`config.mk`:
```
export PLATFORM = sky130hd
export DESIGN_NAME = etf_ctrl
export DESIGN_NICKNAME = d
export VERILOG_FILES = /design/src/sv/etf_pkg.sv /design/src/sv/etf_ctrl.sv
export SDC_FILE = /design/constraint.sdc
export NUM_CORES = 1
export LEC_CHECK = 0
export ABC_AREA = 1
export BUFFER_PORTS_ARGS = -buffer_cell sky130_fd_sc_hd__clkbuf_2
export CAP_MARGIN = 30
export CORE_UTILIZATION = 44
export DETAILED_ROUTE_END_ITERATION = 8
export GPL_TIMING_DRIVEN = 1
export PLACE_DENSITY = 0.68
export SLEW_MARGIN = 10
export SYNTH_ARGS = -nofsm -noshare
export SYNTH_HDL_FRONTEND = slang
export SYNTH_SLANG_ARGS = --single-unit
```
`constraint.sdc`:
```
create_clock -name clk_i -period 1.1 [get_ports clk_i]
set_clock_uncertainty 0.05 [all_clocks]
set_input_delay 0.22 -clock clk_i [delete_from_list [all_inputs] [get_ports clk_i]]
set_output_delay 0.22 -clock clk_i [all_outputs]
set_load 0.01 [all_outputs]
```
`src/sv/etf_pkg.sv`:
```
`timescale 1ns / 1ps
`default_nettype none

package etf_pkg;

  localparam int SPAN_W     = 13;
  localparam int LIMIT_W    = 10;
  localparam int Q_W        = 32;
  localparam int FRAC_BITS  = 28;
  localparam int QUOT_W     = 30;
  localparam int PROD_W     = 2 * Q_W;
  localparam int SQ_W       = PROD_W - FRAC_BITS;
  localparam int COLOR_W    = 8;
  localparam int CFG_IDX_W  = 2;
  localparam int CFG_DATA_W = 13;
  localparam int DIV_CNT_W  = 5;

  localparam logic [DIV_CNT_W-1:0] DIV_LAST = DIV_CNT_W'(QUOT_W - 1);

  localparam logic [CFG_IDX_W-1:0] CFG_IMAGE_WIDTH     = 2'd0;
  localparam logic [CFG_IDX_W-1:0] CFG_IMAGE_HEIGHT    = 2'd1;
  localparam logic [CFG_IDX_W-1:0] CFG_ITERATION_LIMIT = 2'd2;

  localparam logic [SPAN_W-1:0]  WIDTH_RESET  = 13'd1433;
  localparam logic [SPAN_W-1:0]  HEIGHT_RESET = 13'd1024;
  localparam logic [LIMIT_W-1:0] LIMIT_RESET  = 10'd100;

  // Plane constants in signed Q4.28.
  localparam logic signed [Q_W-1:0] CX_START = -32'sd671088640;
  localparam logic signed [Q_W-1:0] ONE_Q    = 32'sd268435456;
  localparam logic [SQ_W:0]         FOUR_Q   = 37'd1073741824;

  // Escape gradient, {red, green, blue}.
  localparam logic [3*COLOR_W-1:0] PALETTE [16] = '{
    24'h421E0F, 24'h19071A, 24'h09012F, 24'h040449,
    24'h000764, 24'h0C2C8A, 24'h1852B1, 24'h397DD1,
    24'h86B5E5, 24'hD3ECF8, 24'hF1E9BF, 24'hF8C95F,
    24'hFFAA00, 24'hCC8000, 24'h995700, 24'h6A3403
  };

  typedef enum logic [2:0] {
    ST_IDLE,
    ST_DIV,
    ST_COORD,
    ST_MUL,
    ST_CHK,
    ST_FIN
  } state_e;

  typedef struct packed {
    logic load;
    logic div_step;
    logic set_coord;
    logic mul;
    logic update;
    logic out_load;
  } ctrl_cmd_t;

  typedef struct packed {
    logic limit_zero;
    logic escaped;
    logic last_iter;
  } dp_status_t;

endpackage

`default_nettype wire

```
`src/sv/etf_ctrl.sv`:
```
`timescale 1ns / 1ps
`default_nettype none

module etf_ctrl
  import etf_pkg::*;
(
  input  wire logic       clk_i,
  input  wire logic       rst_ni,
  input  wire logic       in_valid_i,
  output logic            in_stall_o,
  output logic            out_valid_o,
  input  wire logic       out_stall_i,
  input  wire dp_status_t status_i,
  output ctrl_cmd_t       cmd_o
);

  state_e               state_q, state_d;
  logic [DIV_CNT_W-1:0] cnt_q, cnt_d;
  logic                 out_valid_q, out_valid_d;

  always_ff @(posedge clk_i or negedge rst_ni) begin
    if (!rst_ni) begin
      state_q     <= ST_IDLE;
      cnt_q       <= '0;
      out_valid_q <= 1'b0;
    end else begin
      state_q     <= state_d;
      cnt_q       <= cnt_d;
      out_valid_q <= out_valid_d;
    end
  end

  always_comb begin
    state_d     = state_q;
    cnt_d       = cnt_q;
    cmd_o       = '0;
    out_valid_d = out_valid_q && out_stall_i;
    in_stall_o  = (state_q != ST_IDLE);
    case (state_q)
      ST_IDLE: begin
        if (in_valid_i) begin
          cmd_o.load = 1'b1;
          cnt_d      = '0;
          state_d    = ST_DIV;
        end
      end
      ST_DIV: begin
        cmd_o.div_step = 1'b1;
        cnt_d          = cnt_q + DIV_CNT_W'(1);
        if (cnt_q == DIV_LAST) begin
          state_d = ST_COORD;
        end
      end
      ST_COORD: begin
        cmd_o.set_coord = 1'b1;
        state_d         = status_i.limit_zero ? ST_FIN : ST_MUL;
      end
      ST_MUL: begin
        cmd_o.mul = 1'b1;
        state_d   = ST_CHK;
      end
      ST_CHK: begin
        if (status_i.escaped) begin
          state_d = ST_FIN;
        end else begin
          cmd_o.update = 1'b1;
          state_d      = status_i.last_iter ? ST_FIN : ST_MUL;
        end
      end
      ST_FIN: begin
        // The result register is free when empty or being emptied this cycle.
        if (!out_valid_q || !out_stall_i) begin
          cmd_o.out_load = 1'b1;
          out_valid_d    = 1'b1;
          state_d        = ST_IDLE;
        end
      end
      default: begin
        state_d = ST_IDLE;
      end
    endcase
  end

  assign out_valid_o = out_valid_q;

endmodule

`default_nettype wire

```
## Word-level counts from Yosys, hierarchy flattened

Index checks and enable logic that the tools add are counted.

- Flip-flop bits (word level): 9

- $add $sub $neg: 1
- Equal/unequal tests: 9
- Muxes and demuxes: 20
- Reduce and logical (&&, ||, !) cells: 9

Operators by type and width:

| cell | number |
|---|---|
| $mux 3 | 6 |
| $pmux 3 s6 | 1 |
| $mux 1 | 11 |
| $pmux 5 s2 | 1 |
| $eq 3x2->1 const B | 2 |
| $eq 3x3->1 const B | 2 |
| $ne 2x2->1 const B | 3 |
| $add 5x1->5 const B | 1 |
| $eq 5x5->1 const B | 1 |
| $mux 5 | 1 |
| $eq 3x1->1 const B | 1 |
| $logic_not 3->1 | 1 |
| $reduce_and 3->1 | 1 |
| $reduce_bool 3->1 | 1 |
| $logic_not 1->1 | 2 |
| $reduce_and 2->1 | 1 |
| $reduce_bool 2->1 | 1 |
| $logic_and 1x1->1 | 1 |
| $logic_or 1x1->1 | 1 |

## Depth between registers and ports, before layout

- Depth in word-level cells: 4
- Mapped depth: 8
- Mapped depth without buffers: 8

## Least setup slack after synthesis

OpenSTA, ideal clock, no wires.

- Path kind: flip-flop to flip-flop
- Start: register state_q[1]
- End: register cnt_q[3]
- Setup time: 121 ps
- Data arrival time: 1,033 ps
- Required time: 929 ps
- Slack: -104 ps
- Stages on the path, launching flop included: 7
- Path buffers: 0
- Clock period less this slack: 1,204 ps
- Cell sequence: dfrtp_1 -> nor2_2 -> nand2_1 -> nor2_2 -> nor2_1 -> nand2_1 -> nand2_1

- Word-level cells in the longest chain between the ends: 3
- Elaborated cells between the ends (all ways): 6
- Those cells by class: 2 x eq/ne; 1 x mux; 3 x reduce/logical

Ends and longest elaborated chain:

| item | line | text |
|---|---|---|
| start: declaration | etf_ctrl.sv:17 | `state_e state_q, state_d;` |
| start signal: assignment | etf_ctrl.sv:27 | `state_q <= state_d;` |
| $eq 3x1->1 / $logic_not 3->1 (equally long branches) | etf_ctrl.sv:39 | `case (state_q)` |
| $reduce_bool 2->1 (no line) / $ne 2x2->1 (equally long branches) | -- |  |
| $reduce_and 2->1 (no line) | -- |  |
| end signal: assignment | etf_ctrl.sv:28 | `cnt_q <= cnt_d;` |
| end: declaration | etf_ctrl.sv:18 | `logic [DIV_CNT_W-1:0] cnt_q, cnt_d;` |

Parallel ways exist; a longest one is shown, timed or not.
A chain may end at the register's enable or synchronous reset.

==> results.yml <==
run_status:
  status: "finished, violations left"
  violations: "negative setup slack"
setup_path:
  slowest_delay_ns: 0.46
  cp_common_cell: "nor2_4"
  r2r_slack_ns: -0.35
  path_delay_family: "flip-flops"
  reg2reg_depth: 6
  cp.required_ns: 0.83
  cp-start-kind: "flop"
  r2r_start: "state_q[1]$_DFFE_PN0P_"
  cp_num_buf_inv: 1
  arrival_ns: 1.22
  crit_fanout: 5
  end_kind: "output port"
  slowest_stage: "dfrtp_2"
  critPathKind: "reg -> out"
  r2r_end: "cnt_q[2]$_DFFE_PN0P_"
  path_cells: "nor2_4 > nand2_4 > nor2_4 > buf_6"
placement:
  place_ws_ns: -0.148
  io_buffer_count: 14
  place_congestion: 0.904
  postPlaceCellArea_sq_um: 736
  place_inst: 117
  dpl.hpwl_microns: 918
power:
  p_clk_share_pct: 9.8
  powerDensity_mw_per_mm2: 3010
  power_frac_comb_pct: 66.7
  pwr-share-seq_pct: 23.5
  internal_power_w: 0.00154
  switchingPower_w: 0.00125
  ir_drop_mv: 1.86
  cellLeakagePower_nw: 0.508
  power_w: 0.00279
  p_sw_share_pct: 44.8
sta:
  period_needed_ns: 1.49
  maxSlewViolCount: 0
  fmax_mhz: 670
  setup_violations: 14
  period_share_pct: 136
  setup_slack_ns: -0.393
  worstMarginPinSlew_ns: 0.252
  relSlewSlack_pct: 83.2
  rsz0062_at_grt: "true"
  timing_hold_violations_final: 0
min_path:
  hp-class: "in -> reg"
  min_to: "out_valid_o$_DFF_PN0_"
  hp-start: "out_stall_i"
  hold_depth: 3
logic_synthesis:
  synth_area_sq_um: 589
  syn_inst: 82
  ys_seq_elements: 9
  ys_seq_area_share_pct: 38.2
  syn_area_per_cell_sq_um: 7.19
  yosysWarnings: 0
  syn_nets: 91
  synth.distinct_cells: 19
cells_and_area:
  final_cells: 129
  design_area_sq_um: 927
  area_growth_pct: 57.3
  final_util_pct: 79.2
  diodes: 0
  final_common_cell: "nand2_1"
  drive_gt1_share_pct: 49.6
  fill_cells: 66
  most-common-layout-cells: "nand2_1 (16), buf_4 (11), inv_1 (9)"
  final_nets: 125
run:
  maxCapViolations: 0
floorplanning:
  ios: 15
  start_util_pct: 50.3
  die_area_sq_mm: 0.00149
  dieWidth_microns: 38.6
  rows: 12
  die_h_microns: 38.6
  core-area_sq_mm: 0.00117
drt:
  firstDrtPassIters: 4
  drt-vias-per-instance: 5.02
  drt-total-wl_microns: 1570
  dr.first_iter.drc_count: 9
  wl_per_cell_microns: 12.2
  drtAntennaViolNets: 0
  drc_errors: 0
  vias: 647
cts:
  cts_tree: "done"
  clkSlewWorstSetupHoldPaths_ns: 0.07
  h-tree-depth: 1
  clock-root-buffer: "clkbuf_4"
  clk_latency_ns: 0.26
  cts_made_buffers: 3
  cts.sinks: 9
  cts_max_path_buffers: 2
global_routing:
  first_global_vias: 516
  grt_usage_pct: 23.0
  grt_first_pass_wirelength_microns: 2280
  grt_antenna_before_repair: 0
  grt_overflow: 0
  grt_max_degree: 10
-- how the worst max path moves through the flow --
stage / start / endpoint / slack [ns] / cells after the start
after CTS: state_q[0]$_DFFE_PN0P_ / cmd_o[1] / -0.35 / 4
after floorplan: state_q[1]$_DFFE_PN0P_ / cnt_q[3]$_DFFE_PN0P_ / -0.06 / 6
after detailed placement: state_q[1]$_DFFE_PN0P_ / cmd_o[5] / -0.15 / 4
after global routing: state_q[1]$_DFFE_PN0P_ / cmd_o[5] / -0.44 / 4
final: state_q[1]$_DFFE_PN0P_ / cmd_o[5] / -0.39 / 4
after global placement: state_q[1]$_DFFE_PN0P_ / cmd_o[5] / -0.12 / 4
-- flip-flops by register name, indices dropped and copies added (netlist names) --
signal and cells:
cnt_q 5, out_valid_o 1, state_q 3
-- metrics by stage --
stage               hold WS (ns)  TNS, ns
CTS                        0.127    -3.15
global route               0.141    -5.07
floorplan                 -0.126   -0.206
global placement          0.0428   -0.776
detailed placement        0.0475   -0.988
finish                     0.126    -4.43
-- power by group through the flow --
stage | clock [W] | combinational (W) | sequential [W]
after floorplan | 0 | 0.000812 | 0.000612
after global placement | 0 | 0.00121 | 0.000623
after detailed placement | 0 | 0.00121 | 0.000630
after CTS | 0.000267 | 0.00150 | 0.000646
after global routing | 0.000296 | 0.00202 | 0.000675
final | 0.000273 | 0.00186 | 0.000656
-- area by class of cell --
type	instances	area, sq um	share of cell area [%]
multi-input cells	59	375	40.5
flip-flops and latches	9	228	24.6
repair buffers	30	226	24.4
inverters	13	53.8	5.80
clock buffers	4	26.3	2.83
well taps	14	17.5	1.89
-- cell usage after synthesis --
cell type / number / area (sq um)
ha_1: 2 / 25.0
nor2_1: 11 / 41.3
buf_6: 1 / 11.3
o21bai_1: 1 / 7.51
nand2_2: 2 / 12.5
and2_1: 1 / 6.26
nand2_1: 20 / 75.1
dfrtp_1: 9 / 225
o21ai_1: 2 / 10.0
or2_2: 1 / 6.26
nor2_8: 1 / 20.0
nand3_1: 8 / 40.0
inv_1: 11 / 41.3
nand4_1: 1 / 6.26
a21oi_1: 3 / 15.0
nor2_2: 4 / 25.0
inv_2: 2 / 7.51
o21ai_2: 1 / 8.76
o21ai_0: 1 / 5.00
-- tightest hold or removal path, stage by stage --
cell      delay (ns)
clkbuf_2        0.07
nand2_1         0.05
nand2_1         0.06
-- cell families after synthesis --
family	Yosys count	synth area share [%]
buffers and inverters	14	10.2
adders and majority gates	2	4.25
DFF	9	38.2
and+or+nand+nor	49	39.5
AOI/OAI and AO/OA	8	7.85
-- metal layers --
metal | share of wire (%) | global-route usage [%]
met4 | 2.8 | 10.3
met3 | 4.8 | 5.78
met2 | 48 | 32.1
met1 | 44 | 33.0
met5 | 0 | 0
-- what timing repair did --
action                                 4_1_cts  5_1_grt
setup buffers                                3        4
pin swaps                                    6        8
setup endpoints to repair                   14       14
endpoints found under the hold margin        9        0
resized for setup                           15       21
hold buffers                                 1        0
No activity file was read; power rests on OpenSTA's default activity.
